==> config.mk <==
export PLATFORM = sky130hd
export DESIGN_NAME = rocev2_icrc_engine_core_flat
export DESIGN_NICKNAME = d
export VERILOG_FILES = /design/src/hdl/ricrc_pkg.sv /design/src/hdl/ricrc_if.sv /design/src/hdl/ricrc_csr.sv /design/src/hdl/ricrc_preload.sv /design/src/hdl/ricrc_datapath.sv /design/src/hdl/rocev2_icrc_engine_core.sv /design/src/flat_wrapper.sv
export SDC_FILE = /design/constraint.sdc
export NUM_CORES = 1
export LEC_CHECK = 0
export CORE_AREA = 10 10 198 200
export DETAILED_ROUTE_END_ITERATION = 8
export DIE_AREA = 0 0 208 210
export DONT_BUFFER_PORTS = 1
export MAX_ROUTING_LAYER = met4
export PLACE_DENSITY_LB_ADDON = 0.1
export SLEW_MARGIN = 20
export SYNTH_ARGS = -nofsm -noshare
export SYNTH_HDL_FRONTEND = slang
export SYNTH_SLANG_ARGS = --single-unit
==> constraint.sdc <==
create_clock -name clock -period 7.1 [get_ports clock]
set_input_delay 0.355 -clock clock [delete_from_list [all_inputs] [get_ports clock]]
set_output_delay 0.355 -clock clock [all_outputs]
set_load 0.1 [all_outputs]
==> src/hdl/ricrc_pkg.sv <==
`timescale 1ns / 1ps
// Shared types, constants and CRC helper functions for the RoCEv2 ICRC engine.
// Depends on nothing; every other file refers to it by scoped names.
package ricrc_pkg;

   localparam int CRC_WIDTH     = 32;
   localparam int HEADER_SKIP   = 14;
   localparam int TRAILER_BYTES = 4;

   localparam int BYTE_W      = 8;
   localparam int ICRC_W      = 32;
   localparam int CSR_DATA_W  = 32;
   localparam int CSR_INDEX_W = 3;

   // frame byte counter, saturating
   localparam int POS_W = 6;
   localparam logic [POS_W-1:0] POS_MAX = POS_W'((1 << POS_W) - 1);
   localparam logic [POS_W-1:0] MIN_FRAME = POS_W'(HEADER_SKIP + TRAILER_BYTES);
   localparam logic [POS_W-1:0] TRAILER_POS = POS_W'(TRAILER_BYTES);

   // pseudo-LRH bytes fed before each frame
   localparam int PRELOAD_BYTES = 8;
   localparam int PRELOAD_CNT_W = $clog2(PRELOAD_BYTES + 1);
   localparam logic [BYTE_W-1:0] FILL_BYTE = 8'hFF;

   // frame offsets that are replaced by all ones
   localparam int MASK_COUNT = 7;
   localparam logic [POS_W-1:0] MASK_OFFSETS [MASK_COUNT] = '{
      6'd15, 6'd22, 6'd24, 6'd25, 6'd40, 6'd41, 6'd46
   };

   typedef logic [CRC_WIDTH-1:0] crc_type;

   typedef enum logic [CSR_INDEX_W-1:0] {
      CSR_POLY        = 3'd0,
      CSR_INIT_VALUE  = 3'd1,
      CSR_FINAL_XOR   = 3'd2,
      CSR_REFLECT_IN  = 3'd3,
      CSR_REFLECT_OUT = 3'd4
   } csr_index_type;

   typedef struct packed {
      logic [CSR_DATA_W-1:0] poly;
      logic [CSR_DATA_W-1:0] init_value;
      logic [CSR_DATA_W-1:0] final_xor;
      logic                  reflect_in;
      logic                  reflect_out;
   } cfg_type;

   typedef struct packed {
      crc_type value;
      logic    busy;
   } preload_type;

   function automatic logic [BYTE_W-1:0] reverse_byte(input logic [BYTE_W-1:0] data);
      logic [BYTE_W-1:0] r;
      r = '0;
      for (int i = 0; i < BYTE_W; i++) begin
         r[i] = data[BYTE_W-1-i];
      end
      return r;
   endfunction

   function automatic crc_type reverse_crc(input crc_type data);
      crc_type r;
      r = '0;
      for (int i = 0; i < CRC_WIDTH; i++) begin
         r[i] = data[CRC_WIDTH-1-i];
      end
      return r;
   endfunction

   // one byte through the MSB-first shift register, eight XOR steps
   function automatic crc_type crc_feed(input crc_type crc_in,
                                        input logic [BYTE_W-1:0] data,
                                        input crc_type poly,
                                        input logic reflect);
      logic [BYTE_W-1:0] b;
      crc_type r;
      b = reflect ? reverse_byte(data) : data;
      r = crc_in ^ (crc_type'(b) << (CRC_WIDTH - BYTE_W));
      for (int i = 0; i < BYTE_W; i++) begin
         r = r[CRC_WIDTH-1] ? ((r << 1) ^ poly) : (r << 1);
      end
      return r;
   endfunction

   function automatic logic is_masked_offset(input logic [POS_W-1:0] pos);
      logic hit;
      hit = 1'b0;
      for (int i = 0; i < MASK_COUNT; i++) begin
         hit = hit | (pos == MASK_OFFSETS[i]);
      end
      return hit;
   endfunction

endpackage

==> src/hdl/ricrc_if.sv <==
`timescale 1ns / 1ps
// Valid/ready channel interfaces for frame bytes in and ICRC results out.
// Depends on ricrc_pkg for field widths.
interface ricrc_req_if;
   logic                          valid;
   logic                          ready;
   logic [ricrc_pkg::BYTE_W-1:0]  frame_byte;
   logic                          last_byte;

   modport source (output valid, output frame_byte, output last_byte, input ready);
   modport sink   (input valid, input frame_byte, input last_byte, output ready);
endinterface

interface ricrc_rsp_if;
   logic                          valid;
   logic                          ready;
   logic [ricrc_pkg::ICRC_W-1:0]  icrc;
   logic                          short_frame;

   modport source (output valid, output icrc, output short_frame, input ready);
   modport sink   (input valid, input icrc, input short_frame, output ready);
endinterface

==> src/hdl/ricrc_csr.sv <==
`timescale 1ns / 1ps
// Configuration register file: polynomial, init value, final XOR, reflection.
// Depends on ricrc_pkg.
module ricrc_csr (
   input  logic                               clock,
   input  logic                               reset,
   input  logic                               csr_wr_en,
   input  logic [ricrc_pkg::CSR_INDEX_W-1:0]  csr_index,
   input  logic [ricrc_pkg::CSR_DATA_W-1:0]   csr_wr_data,
   output ricrc_pkg::cfg_type                 cfg
);

   ricrc_pkg::cfg_type cfg_ff;

   always_ff @(posedge clock) begin
      if (reset) begin
         cfg_ff.poly        <= 32'h04C1_1DB7;
         cfg_ff.init_value  <= 32'hFFFF_FFFF;
         cfg_ff.final_xor   <= 32'hFFFF_FFFF;
         cfg_ff.reflect_in  <= 1'b1;
         cfg_ff.reflect_out <= 1'b1;
      end else if (csr_wr_en) begin
         unique case (ricrc_pkg::csr_index_type'(csr_index))
            ricrc_pkg::CSR_POLY:        cfg_ff.poly        <= csr_wr_data;
            ricrc_pkg::CSR_INIT_VALUE:  cfg_ff.init_value  <= csr_wr_data;
            ricrc_pkg::CSR_FINAL_XOR:   cfg_ff.final_xor   <= csr_wr_data;
            ricrc_pkg::CSR_REFLECT_IN:  cfg_ff.reflect_in  <= csr_wr_data[0];
            ricrc_pkg::CSR_REFLECT_OUT: cfg_ff.reflect_out <= csr_wr_data[0];
            default: ;  // drop writes past the register list
         endcase
      end
   end

   assign cfg = cfg_ff;

endmodule

==> src/hdl/ricrc_preload.sv <==
`timescale 1ns / 1ps
// Computes the CRC state after the eight all-ones pseudo-LRH bytes, one byte
// per cycle, rerun after reset and after every configuration write. Uses ricrc_pkg.
module ricrc_preload (
   input  logic                    clock,
   input  logic                    reset,
   input  logic                    restart,
   input  ricrc_pkg::cfg_type      cfg,
   output ricrc_pkg::preload_type  preload
);

   localparam logic [ricrc_pkg::PRELOAD_CNT_W-1:0] CNT_DONE =
      ricrc_pkg::PRELOAD_CNT_W'(ricrc_pkg::PRELOAD_BYTES);

   logic                                   pending_ff;
   logic [ricrc_pkg::PRELOAD_CNT_W-1:0]    cnt_ff;
   ricrc_pkg::crc_type                     crc_ff;

   always_ff @(posedge clock) begin
      if (reset) begin
         pending_ff <= 1'b1;
         cnt_ff     <= '0;
      end else if (restart) begin
         pending_ff <= 1'b1;
         cnt_ff     <= '0;
      end else if (pending_ff) begin
         // load from the settled registers, then start feeding
         pending_ff <= 1'b0;
         cnt_ff     <= '0;
      end else if (cnt_ff != CNT_DONE) begin
         cnt_ff <= cnt_ff + 1'b1;
      end
   end

   always_ff @(posedge clock) begin
      if (pending_ff) begin
         crc_ff <= cfg.init_value[ricrc_pkg::CRC_WIDTH-1:0];
      end else if (cnt_ff != CNT_DONE) begin
         crc_ff <= ricrc_pkg::crc_feed(crc_ff, ricrc_pkg::FILL_BYTE,
                                       cfg.poly[ricrc_pkg::CRC_WIDTH-1:0],
                                       cfg.reflect_in);
      end
   end

   assign preload.value = crc_ff;
   assign preload.busy  = pending_ff | restart | (cnt_ff != CNT_DONE);

endmodule

==> src/hdl/ricrc_datapath.sv <==
`timescale 1ns / 1ps
// Input register, byte counter, trailer delay line, CRC register and result
// register. Uses ricrc_pkg and the channel interfaces in ricrc_if.sv.
module ricrc_datapath (
   input  logic                    clock,
   input  logic                    reset,
   input  ricrc_pkg::cfg_type      cfg,
   input  ricrc_pkg::preload_type  preload,
   ricrc_req_if.sink               req_bus,
   ricrc_rsp_if.source             rsp_bus
);

   localparam int TB = ricrc_pkg::TRAILER_BYTES;

   logic                              s1_valid_ff;
   logic [ricrc_pkg::BYTE_W-1:0]      s1_byte_ff;
   logic                              s1_last_ff;

   logic [ricrc_pkg::POS_W-1:0]       pos_ff;
   ricrc_pkg::crc_type                crc_ff;
   logic [ricrc_pkg::BYTE_W-1:0]      delay_ff [TB];

   logic                              rsp_valid_ff;
   logic [ricrc_pkg::ICRC_W-1:0]      rsp_icrc_ff;
   logic                              rsp_short_ff;

   logic                              req_xfer;
   logic                              s1_go;
   ricrc_pkg::crc_type                poly;
   ricrc_pkg::crc_type                crc_base;
   ricrc_pkg::crc_type                crc_in;
   ricrc_pkg::crc_type                crc_out;
   logic                              feed_en;
   logic [ricrc_pkg::POS_W-1:0]       leaving;
   logic [ricrc_pkg::BYTE_W-1:0]      out_byte;
   logic [ricrc_pkg::POS_W-1:0]       pos_inc;

   assign poly = cfg.poly[ricrc_pkg::CRC_WIDTH-1:0];

   // a byte without last never waits; a last byte waits for the result slot
   assign s1_go = s1_valid_ff & (~s1_last_ff | ~rsp_valid_ff | rsp_bus.ready);
   assign req_bus.ready = ~preload.busy & (~s1_valid_ff | s1_go);
   assign req_xfer = req_bus.valid & req_bus.ready;

   always_comb begin
      crc_base = (pos_ff == '0) ? preload.value : crc_ff;
      leaving  = pos_ff - ricrc_pkg::TRAILER_POS;
      feed_en  = (pos_ff >= ricrc_pkg::MIN_FRAME);
      out_byte = ricrc_pkg::is_masked_offset(leaving) ? ricrc_pkg::FILL_BYTE
                                                      : delay_ff[TB-1];
      crc_in   = feed_en ? ricrc_pkg::crc_feed(crc_base, out_byte, poly, cfg.reflect_in)
                         : crc_base;
      pos_inc  = (pos_ff == ricrc_pkg::POS_MAX) ? pos_ff : pos_ff + 1'b1;
      crc_out  = (cfg.reflect_out ? ricrc_pkg::reverse_crc(crc_in) : crc_in)
                 ^ cfg.final_xor[ricrc_pkg::CRC_WIDTH-1:0];
   end

   // control
   always_ff @(posedge clock) begin
      if (reset) begin
         s1_valid_ff  <= 1'b0;
         pos_ff       <= '0;
         rsp_valid_ff <= 1'b0;
      end else begin
         if (req_xfer) begin
            s1_valid_ff <= 1'b1;
         end else if (s1_go) begin
            s1_valid_ff <= 1'b0;
         end
         if (s1_go) begin
            pos_ff <= s1_last_ff ? '0 : pos_inc;
         end
         rsp_valid_ff <= (rsp_valid_ff & ~rsp_bus.ready) | (s1_go & s1_last_ff);
      end
   end

   // payload
   always_ff @(posedge clock) begin
      if (req_xfer) begin
         s1_byte_ff <= req_bus.frame_byte;
         s1_last_ff <= req_bus.last_byte;
      end
      if (s1_go) begin
         crc_ff      <= crc_in;
         delay_ff[0] <= s1_byte_ff;
         for (int k = 1; k < TB; k++) begin
            delay_ff[k] <= delay_ff[k-1];
         end
         if (s1_last_ff) begin
            rsp_icrc_ff  <= ricrc_pkg::ICRC_W'(crc_out);
            rsp_short_ff <= (pos_inc < ricrc_pkg::MIN_FRAME);
         end
      end
   end

   assign rsp_bus.valid       = rsp_valid_ff;
   assign rsp_bus.icrc        = rsp_icrc_ff;
   assign rsp_bus.short_frame = rsp_short_ff;

endmodule

==> src/hdl/rocev2_icrc_engine_core.sv <==
`timescale 1ns / 1ps
// Top level of the RoCEv2 invariant CRC engine.
// Depends on ricrc_pkg, ricrc_if.sv, ricrc_csr, ricrc_preload and ricrc_datapath.
//
//   channel   dir   handshake         payload
//   req_bus   in    valid / ready     frame_byte[7:0], last_byte
//   rsp_bus   out   valid / ready     icrc[31:0], short_frame
//   csr_*     in    csr_wr_en         csr_index[2:0], csr_wr_data[31:0]
//
// One frame byte per cycle while req_bus.ready is high; an accepted last byte goes
// through the input register, then its result into the result register. The byte
// update is one eight-step XOR network. req_bus.ready stays low after reset, and
// from the cycle of a register write, while the pseudo-LRH preload is rebuilt
// one byte per cycle.
// A result waiting in the output register stalls only a following last byte.
module rocev2_icrc_engine_core (
   input  logic                               clock,
   input  logic                               reset,
   ricrc_req_if.sink                          req_bus,
   ricrc_rsp_if.source                        rsp_bus,
   input  logic                               csr_wr_en,
   input  logic [ricrc_pkg::CSR_INDEX_W-1:0]  csr_index,
   input  logic [ricrc_pkg::CSR_DATA_W-1:0]   csr_wr_data
);

   ricrc_pkg::cfg_type      cfg;
   ricrc_pkg::preload_type  preload;

   ricrc_csr u_csr (
      .clock       (clock),
      .reset       (reset),
      .csr_wr_en   (csr_wr_en),
      .csr_index   (csr_index),
      .csr_wr_data (csr_wr_data),
      .cfg         (cfg)
   );

   ricrc_preload u_preload (
      .clock   (clock),
      .reset   (reset),
      .restart (csr_wr_en),
      .cfg     (cfg),
      .preload (preload)
   );

   ricrc_datapath u_datapath (
      .clock   (clock),
      .reset   (reset),
      .cfg     (cfg),
      .preload (preload),
      .req_bus (req_bus),
      .rsp_bus (rsp_bus)
   );

endmodule

==> src/flat_wrapper.sv <==
// flat-port wrapper written by rule: the top's interface ports become plain ports
module rocev2_icrc_engine_core_flat 
  (clock, reset, csr_wr_en, csr_index, csr_wr_data, req_bus_valid, req_bus_frame_byte, req_bus_last_byte, req_bus_ready, rsp_bus_valid, rsp_bus_icrc, rsp_bus_short_frame, rsp_bus_ready);
  ricrc_req_if req_bus_i ();
  ricrc_rsp_if rsp_bus_i ();
  input  logic clock;
  input  logic reset;
  input  logic csr_wr_en;
  input  logic [ricrc_pkg::CSR_INDEX_W-1:0] csr_index;
  input  logic [ricrc_pkg::CSR_DATA_W-1:0] csr_wr_data;
  input wire logic [$bits(req_bus_i.valid)-1:0] req_bus_valid;
  input wire logic [$bits(req_bus_i.frame_byte)-1:0] req_bus_frame_byte;
  input wire logic [$bits(req_bus_i.last_byte)-1:0] req_bus_last_byte;
  output wire logic [$bits(req_bus_i.ready)-1:0] req_bus_ready;
  output wire logic [$bits(rsp_bus_i.valid)-1:0] rsp_bus_valid;
  output wire logic [$bits(rsp_bus_i.icrc)-1:0] rsp_bus_icrc;
  output wire logic [$bits(rsp_bus_i.short_frame)-1:0] rsp_bus_short_frame;
  input wire logic [$bits(rsp_bus_i.ready)-1:0] rsp_bus_ready;
  assign req_bus_i.valid = req_bus_valid;
  assign req_bus_i.frame_byte = req_bus_frame_byte;
  assign req_bus_i.last_byte = req_bus_last_byte;
  assign req_bus_ready = req_bus_i.ready;
  assign rsp_bus_valid = rsp_bus_i.valid;
  assign rsp_bus_icrc = rsp_bus_i.icrc;
  assign rsp_bus_short_frame = rsp_bus_i.short_frame;
  assign rsp_bus_i.ready = rsp_bus_ready;
  rocev2_icrc_engine_core u_core (.clock(clock), .reset(reset), .req_bus(req_bus_i), .rsp_bus(rsp_bus_i), .csr_wr_en(csr_wr_en), .csr_index(csr_index), .csr_wr_data(csr_wr_data));
endmodule
## After elaboration in Yosys (flattened, before gate mapping)

Memories as Yosys holds them, arrays and structs flattened.
Index checks and enable logic that the tools add are counted.

| operators by class | value |
|---|---|
| magnitude comparators | 2 |
| multiplexer cells | 30 |
| reductions and logical operators | 11 |
| eq/ne operators | 13 |
| div/mod/pow operators | 0 |
| shift operators | 0 |
| multipliers | 0 |
| add/subtract/negate cells | 3 |
| bitwise operators | 41 |

Operators with widths:

| cell | number |
|---|---|
| $mux 32 | 21 |
| $xor 32x32->32 | 18 |
| $eq 6x6->1 const B | 4 |
| $eq 6x5->1 const B | 3 |
| $mux 8 | 2 |
| $mux 6 | 2 |
| $or 1x1->1 | 12 |
| $reduce_and 2->1 | 6 |
| $not 8->8 | 1 |
| $add 6x1->6 const B | 1 |
| $eq 3x2->1 const B | 2 |
| $eq 6x4->1 const B | 1 |
| $ge 6x5->1 const B | 1 |
| $logic_not 6->1 | 1 |
| $lt 6x5->1 const B | 1 |
| $sub 6x3->6 const B | 1 |
| $and 1x1->1 | 5 |
| $mux 1 | 5 |
| $not 1->1 | 5 |
| $add 4x1->4 const B | 1 |
| $ne 4x4->1 const B | 1 |
| $reduce_bool 2->1 | 2 |
| $eq 3x1->1 const B | 1 |
| $eq 3x3->1 const B | 1 |
| other kinds (2) | 2 |

| word-level totals | value |
|---|---|
| memories | 1 |
| input port bits | 49 |
| output and inout bits | 35 |
| logic and storage cells | 117 |
| bits in writable memories | 32 |
| memory bits (read-only) | 0 |
| register bits | 217 |
| bits in latches | 0 |

Memories:

| memory | words | width | rd ports | clocked after memory_dff | write ports | RTL line | source |
|---|---|---|---|---|---|---|---|
| u_core.u_datapath.delay_ff | 4 | 8 | 4 | 0 | 4 | ricrc_datapath.sv:21 | `logic [ricrc_pkg::BYTE_W-1:0] delay_ff [TB];` |

## Longest topological paths before layout

| depth | value |
|---|---|
| depth after elaboration | 30 |
| mapped depth | 24 |
| mapped depth without buffers | 20 |

## By module

A second synthesis with hierarchy kept.

| unflattened totals | value |
|---|---|
| cells, all modules | 2428 |
| area total of the unflattened synthesis | 20948.8 um^2 |

Modules (own cells, without submodules):

| module | sequential area each (um^2) | cells an instance | times used | area each (um^2) |
|---|---|---|---|---|
| ricrc_datapath | 3343.2 | 1089 | 1 | 10349.9 |
| ricrc_preload | 1061.0 | 963 | 1 | 6776.5 |
| ricrc_csr | 1961.9 | 376 | 1 | 3822.4 |

## Least setup slack after synthesis

Ideal clock, no wire load.

| timing | value |
|---|---|
| path kind | register -> register |
| start | register u_core.u_datapath.pos_ff[2] (netlist name) |
| end | register u_core.u_datapath.rsp_icrc_ff (netlist bit u_core.u_datapath.rsp_bus.icrc[24]), data pin |
| stages on the path, launching flop included | 23 |
| arrival | 4971 ps |
| required time | 6842 ps |
| setup slack | 1871 ps |
| path buffers | 5 |
| library setup time | 258 ps |
| period minus slack after synthesis | 5229 ps |
| cells stage by stage | dfxtp_1 -> buf_2 -> nor4_1 -> and2_1 -> buf_6 -> mux2i_4 -> xor2_1 -> o211ai_1 -> and2_4 -> or3_1 -> buf_2 -> and4_1 -> or3_4 -> nor4_4 -> o311ai_1 -> nand3_1 -> and2_1 -> buf_2 -> buf_6 -> nand2_1 -> xor2_1 -> mux4_2 -> xnor2_1 |

| on the way | value |
|---|---|
| cells in the longest elaborated chain, start to end | 29 |
| elaborated cells on any way between the ends | 39 |
| those cells by class | 1 x add/sub; 1 x order compare; 7 x eq/ne; 13 x mux; 16 x bitwise; 1 x reduce/logical |

Ends and longest elaborated chain:

| what | RTL line | source |
|---|---|---|
| start, declared | ricrc_datapath.sv:19 | `logic [ricrc_pkg::POS_W-1:0] pos_ff;` |
| start signal, assigned | ricrc_datapath.sv:71 | `pos_ff <= s1_last_ff ? '0 : pos_inc;` |
| $sub 6x3->6 | ricrc_datapath.sv:47 | `leaving = pos_ff - ricrc_pkg::TRAILER_POS;` |
| $eq 6x4->1 / $eq 6x5->1 (equally long branches) | ricrc_pkg.sv:92 | `hit = hit \| (pos == MASK_OFFSETS[i]);` |
| $or 1x1->1 (6 in series) | ricrc_pkg.sv:92 |  |
| $mux 8 | ricrc_datapath.sv:49 | `out_byte = ricrc_pkg::is_masked_offset(leaving) ? ricrc_pkg::FILL_BYTE` |
| $mux 8 | ricrc_pkg.sv:80 | `b = reflect ? reverse_byte(data) : data;` |
| $xor 32x32->32 | ricrc_pkg.sv:81 | `r = crc_in ^ (crc_type'(b) << (CRC_WIDTH - BYTE_W));` |
| $mux 32 / $xor 32x32->32 (equally long branches) | ricrc_pkg.sv:83 | `r = r[CRC_WIDTH-1] ? ((r << 1) ^ poly) : (r << 1);` |
| $xor 32x32->32 / $mux 32 (equally long branches) | ricrc_pkg.sv:83 |  |
| (+9 left out) | - |  |
| $xor 32x32->32 / $mux 32 (equally long branches) | ricrc_pkg.sv:83 |  |
| $mux 32 / $xor 32x32->32 (equally long branches) | ricrc_pkg.sv:83 |  |
| $xor 32x32->32 / $mux 32 (equally long branches) | ricrc_pkg.sv:83 |  |
| $mux 32 | ricrc_pkg.sv:83 |  |
| $mux 32 * | ricrc_datapath.sv:51 | `crc_in = feed_en ? ricrc_pkg::crc_feed(crc_base, out_byte, poly, cfg.reflect_in)` |
| $mux 32 * | ricrc_datapath.sv:54 | `crc_out = (cfg.reflect_out ? ricrc_pkg::reverse_crc(crc_in) : crc_in)` |
| $xor 32x32->32 * | ricrc_datapath.sv:55 | `^ cfg.final_xor[ricrc_pkg::CRC_WIDTH-1:0];` |
| via u_core.u_datapath.crc_out[24] | ricrc_datapath.sv:32 | `ricrc_pkg::crc_type crc_out;` |
| end signal, assigned | ricrc_datapath.sv:90 | `rsp_icrc_ff <= ricrc_pkg::ICRC_W'(crc_out);` |
| end, declared | ricrc_datapath.sv:24 | `logic [ricrc_pkg::ICRC_W-1:0] rsp_icrc_ff;` |

Mark *: on every way through the listed nets, which the timed path passes. The rest lies on a longest branch.
A chain may end at the register's enable or synchronous reset.

## Final worst setup path

| timing | value |
|---|---|
| start | register u_core.u_datapath.pos_ff[1] (netlist name) |
| end | register u_core.u_datapath.rsp_icrc_ff (netlist bit u_core.u_datapath.rsp_bus.icrc[5]), data pin |

| on the way | value |
|---|---|
| cells in the longest elaborated chain, start to end | 29 |
| elaborated cells on any way between the ends | 39 |
| those cells by class | 1 x add/sub; 1 x order compare; 7 x eq/ne; 13 x mux; 16 x bitwise; 1 x reduce/logical |

Ends and longest elaborated chain:

| what | RTL line |
|---|---|
| $sub 6x3->6 | ricrc_datapath.sv:47 |
| $eq 6x4->1 / $eq 6x5->1 (equally long branches) | ricrc_pkg.sv:92 |
| $or 1x1->1 (6 in series) | ricrc_pkg.sv:92 |
| $mux 8 | ricrc_datapath.sv:49 |
| $mux 8 | ricrc_pkg.sv:80 |
| $xor 32x32->32 | ricrc_pkg.sv:81 |
| $xor 32x32->32 / $mux 32 (equally long branches) | ricrc_pkg.sv:83 |
| $mux 32 / $xor 32x32->32 (equally long branches) | ricrc_pkg.sv:83 |
| (+9 left out) | - |
| $xor 32x32->32 / $mux 32 (equally long branches) | ricrc_pkg.sv:83 |
| $mux 32 / $xor 32x32->32 (equally long branches) | ricrc_pkg.sv:83 |
| $xor 32x32->32 / $mux 32 (equally long branches) | ricrc_pkg.sv:83 |
| $mux 32 | ricrc_pkg.sv:83 |
| $mux 32 * | ricrc_datapath.sv:51 |
| $mux 32 * | ricrc_datapath.sv:54 |
| $xor 32x32->32 * | ricrc_datapath.sv:55 |
| via u_core.u_datapath.crc_out[5] | ricrc_datapath.sv:32 |

Marks and branches as above.

==> impl_metrics.prom <==
# TYPE chip_impl_metric gauge
chip_impl_metric{name="asyncSetResetFlopFracSynth",unit=""} 0
chip_impl_info{name="post_synth_top_flop",value="edfxtp_1"} 1
chip_impl_metric{name="path_clk_slew",unit="ns"} 0.06
chip_impl_metric{name="area.growth.synth_to_final",unit="%"} 9.626
chip_impl_metric{name="final-seq-area",unit="µm²"} 6369
chip_impl_metric{name="seq_power_share",unit=""} 0.296
chip_impl_metric{name="antenna_found_initial",unit=""} 6
chip_impl_metric{name="report.final.hold_viol_count",unit=""} 0
chip_impl_metric{name="power.share.switching",unit=""} 0.3657
chip_impl_metric{name="gpl.final_weighted_congestion",unit=""} 0.9462
chip_impl_metric{name="cts_buffer_depth",unit=""} 3
chip_impl_info{name="status",value="completed"} 1
chip_impl_metric{name="rr_worst_depth",unit=""} 19
chip_impl_metric{name="num_io_pins",unit=""} 84
chip_impl_metric{name="post_route_cells_drive_above_1_share",unit=""} 0.07647
chip_impl_metric{name="netSwitchingPower",unit="mW"} 2.020
chip_impl_metric{name="postLayoutCoreUtil",unit=""} 0.5931
chip_impl_metric{name="design.core.area",unit="µm²"} 35220
chip_impl_metric{name="synth_enable_flop_cells",unit=""} 138
chip_impl_info{name="kind_of_end_point_of_the_critical_path",value="flop"} 1
chip_impl_metric{name="cts.htree.levels",unit=""} 1
chip_impl_metric{name="placementRows",unit=""} 69
chip_impl_metric{name="synth_nets",unit=""} 2320
chip_impl_metric{name="initial_standard_cell_utilization_of_the_core",unit=""} 0.5410
chip_impl_metric{name="netlist_instances",unit=""} 2265
chip_impl_metric{name="power_leakage",unit="nW"} 7.471
chip_impl_metric{name="cts.sinks",unit=""} 249
chip_impl_metric{name="die_h",unit="µm"} 210
chip_impl_metric{name="seq_area_frac_synth",unit=""} 0.3341
chip_impl_metric{name="vdd_ir_drop_max",unit="V"} 0.0002161
chip_impl_metric{name="tns",unit="ns"} 0
chip_impl_metric{name="finalSetupViolCount",unit=""} 0
chip_impl_info{name="min-delay-path-class",value="input pin to flop"} 1
chip_impl_metric{name="reg2reg_slack",unit="ns"} 0.70
chip_impl_metric{name="synthesis.area",unit="µm²"} 19060
chip_impl_info{name="cts_tree",value="done"} 1
chip_impl_metric{name="max_freq",unit="GHz"} 0.1562
chip_impl_metric{name="postSynthRegisterBits",unit=""} 249
chip_impl_metric{name="detailedPlacementHpwl",unit="mm"} 40.28
chip_impl_info{name="rsz0062_at_grt",value="no"} 1
chip_impl_metric{name="clock_power_share",unit=""} 0.274
chip_impl_metric{name="required",unit="ns"} 7.42
chip_impl_metric{name="yosysWarnings",unit=""} 0
chip_impl_info{name="crit_path_start",value="u_core.u_datapath.pos_ff[1]"} 1
chip_impl_info{name="setup.worst_path.class",value="flop to flop"} 1
chip_impl_metric{name="min_period_over_period",unit=""} 0.9019
chip_impl_metric{name="fp.dieArea",unit="µm²"} 43680
chip_impl_metric{name="synth.lib_cells_used.distinct",unit=""} 77
chip_impl_metric{name="setup_slack",unit="ns"} 0.6962
chip_impl_info{name="worst_r2r_endpoint",value="u_core.u_datapath.rsp_bus.icrc[5]"} 1
chip_impl_metric{name="crit_path_max_fanout",unit=""} 22
chip_impl_metric{name="fillers",unit=""} 3122
chip_impl_metric{name="vias_per_cell",unit=""} 6.072
chip_impl_metric{name="clk_latency",unit="ns"} 0.57
chip_impl_metric{name="final_nets",unit=""} 2256
chip_impl_metric{name="cp_data_arrival_time",unit="ns"} 6.72
chip_impl_metric{name="drtAntennaViolNets",unit=""} 0
chip_impl_metric{name="combinationalPowerShare",unit=""} 0.430
chip_impl_metric{name="die_width",unit="µm"} 208
chip_impl_metric{name="port_buffers",unit=""} 0
chip_impl_metric{name="max_slew.worst_pin.slew",unit="ns"} 1.131
chip_impl_metric{name="globalRoute.totalOverflow",unit=""} 0
chip_impl_info{name="holdPathEnd",value="u_core.u_csr.cfg[0]"} 1
chip_impl_metric{name="global_route.usage.total",unit=""} 0.2832
chip_impl_info{name="hp-start",value="csr_index[1]"} 1
chip_impl_metric{name="route.detailed.drc",unit=""} 0
chip_impl_metric{name="finClkSkew",unit="ns"} 0.02587
chip_impl_metric{name="cts_inserted_buffers",unit=""} 28
chip_impl_metric{name="power",unit="mW"} 5.524
chip_impl_metric{name="wire_length_per_cell",unit="µm"} 23.32
chip_impl_metric{name="route.vias.total",unit=""} 16347
chip_impl_metric{name="grt_start_max_net_pins",unit=""} 83
chip_impl_metric{name="cellInternalPower",unit="mW"} 3.504
chip_impl_metric{name="drt_iter0_markers",unit=""} 1936
chip_impl_metric{name="grt_pass1_vias",unit=""} 15468
chip_impl_metric{name="multi_input_area",unit="µm²"} 11980
chip_impl_metric{name="timing.slew.headroom",unit=""} 0.2459
chip_impl_metric{name="max-cap-violations",unit=""} 0
chip_impl_metric{name="synthesis.area_per_instance",unit="µm²"} 8.413
chip_impl_info{name="root_buffer",value="clkbuf_16"} 1
chip_impl_metric{name="wl",unit="mm"} 62.77
chip_impl_metric{name="grt_first_pass_wirelength",unit="mm"} 95.07
chip_impl_info{name="crit_path_start_kind",value="flop"} 1
chip_impl_metric{name="period_needed",unit="ns"} 6.404
chip_impl_metric{name="place_ws",unit="ns"} 0.5650
chip_impl_metric{name="hold_depth",unit=""} 2
chip_impl_metric{name="maxSlewViolCount",unit=""} 0
chip_impl_metric{name="cts-resized-gates",unit=""} 0
chip_impl_info{name="critical_path.reg2reg.startpoint",value="u_core.u_datapath.pos_ff[1]"} 1
chip_impl_metric{name="power_density",unit="nW/µm²"} 264.4
chip_impl_metric{name="detailedRoute.firstPassIterationCount",unit=""} 5
==> cells by family (layout without fill, tap and decap cells) <==
group | count (synthesis) | in the layout | share of synthesized area
adder cells (fa/ha/maj) | 6 | 6 | 0.003939
flip-flops | 249 | 249 | 0.3341
XOR/XNOR | 484 | 484 | 0.2267
buffers and inverters | 219 | 177 | 0.04544
AND/OR/NAND/NOR | 874 | 874 | 0.2047
other | 0 | 8 | 0
multiplexers | 102 | 102 | 0.06822
AO/OA/AOI/OAI | 331 | 331 | 0.1169
==> synthesized netlist by cell type (37+ instances only) <==
cell / number / area, µm²
a211o_1: 42 / 367.9
a21oi_1: 37 / 185.2
nor2b_1: 61 / 381.6
nor2_1: 51 / 191.4
clkbuf_1: 160 / 600.6
nand2_1: 565 / 2121
nand3_1: 76 / 380.4
edfxtp_1: 138 / 4144
o21ai_0: 94 / 470.5
xnor2_1: 444 / 3889
dfxtp_1: 111 / 2222
mux2i_1: 77 / 770.7
==> timing repair <==
| item | in CTS | in global routing |
|---|---|---|
| hold buffers | 45 | 0 |
| setup endpoints to repair | 0 | 0 |
| endpoints found under the hold margin | 116 | 0 |
| setup buffers | 0 | 0 |
==> how the worst max path moves through the flow <==
stage                                                     to  slack [ns]  depth (start not counted)
after global routing       u_core.u_datapath.rsp_bus.icrc[5]        0.29                         21
after detailed placement  u_core.u_datapath.rsp_bus.icrc[12]        0.57                         19
final                      u_core.u_datapath.rsp_bus.icrc[5]        0.70                         19
after global placement     u_core.u_datapath.rsp_bus.icrc[4]        0.78                         18
after floorplan           u_core.u_datapath.rsp_bus.icrc[24]        1.87                         22
after CTS                  u_core.u_datapath.rsp_bus.icrc[9]        0.53                         19
==> layer usage <==
| metal | GRT usage | part of all wire | vias up | wire [µm] |
|---|---|---|---|---|
| met3 | 0.08930 | 0.13 | 89 | 8237 |
| li1 | - | - | 7532 | - |
| met4 | 0.06297 | 0.019 | 0 | 1201 |
| met2 | 0.3915 | 0.41 | 863 | 25680 |
| met5 | - | 0 | - | 0 |
| met1 | 0.3949 | 0.44 | 7863 | 27650 |
==> worst max-delay path, stage by stage, from the launching register on <==
cell       delay, ns
dfxtp_1         0.44
ha_1            0.23
nand2b_1        0.07
a21boi_1        0.38
o21ai_1         0.23
xnor2_2         0.63
nor2_1          0.14
o2bb2ai_1       0.21
o21ai_1         0.51
nand3_1         0.17
xnor2_1         0.59
xor2_2          0.19
nor4_2          0.60
nor2_1          0.11
buf_4           0.26
o31ai_1         0.28
xnor2_1         0.19
xnor2_1         0.22
mux4_2          0.53
xnor2_1         0.15
==> layout make-up <==
class                   count  share of cell area
multi-input cells        1797              0.5736
repair buffers            104             0.04444
diodes                      8           0.0009583
well taps                 461             0.02761
clock buffers              38             0.03684
flip-flops and latches    249              0.3049
inverters                  21            0.003773
clock inverters            14            0.007966
==> layout by cell type, fill, tap and decap left out, drive strengths merged, types with 20 or more instances in the layout <==
cell type and count:
nand3b 20, nand2 565, buf 59, clkbuf 39, nand3 77, mux4 20, dfxtp 111, a32oi 25
xnor2 446, nand2b 23, xor2 34, edfxtp 138, inv 22, mux2i 79, nor2 51, a211o 42
nor2b 61, a21oi 37, o21ai 105, a31oi 29, dlygate4sd3 44
==> power by group through the flow <==
stage	logic [mW]	registers (mW)	clock network, mW
2_1_floorplan	1.83	1.63	0
3_3_place_gp	2.26	1.66	0
3_5_place_dp	2.28	1.66	0
4_1_cts	2.34	1.63	1.53
5_1_grt	2.55	1.64	1.59
6_report	2.38	1.63	1.51
==> sequential cells by signal, indices dropped and copies added (netlist names) <==
signal	count
u_core.u_datapath.rsp_bus.icrc	32
u_core.u_csr.cfg	98
u_core.u_datapath.s1_valid_ff	1
u_core.u_datapath.delay_ff	32
u_core.u_datapath.s1_last_ff	1
u_core.u_datapath.pos_ff	6
u_core.u_preload.cnt_ff	4
u_core.u_datapath.s1_byte_ff	8
u_core.u_preload.crc_ff	32
u_core.u_datapath.rsp_bus.short_frame	1
u_core.u_datapath.rsp_bus.valid	1
u_core.u_preload.pending_ff	1
u_core.u_datapath.crc_ff	32
==> through the flow <==
step	hold slack [ns]	area [µm²]	std cells
2_1_floorplan	0.4003	19060	2265
3_3_place_gp	0.4038	19460	2587
6_report	0.03721	20890	2692
3_5_place_dp	0.4045	19460	2587
4_1_cts	0.02364	20860	2684
5_1_grt	0.03477	20890	2691
Note: power is estimated with default switching activity, not from simulation.
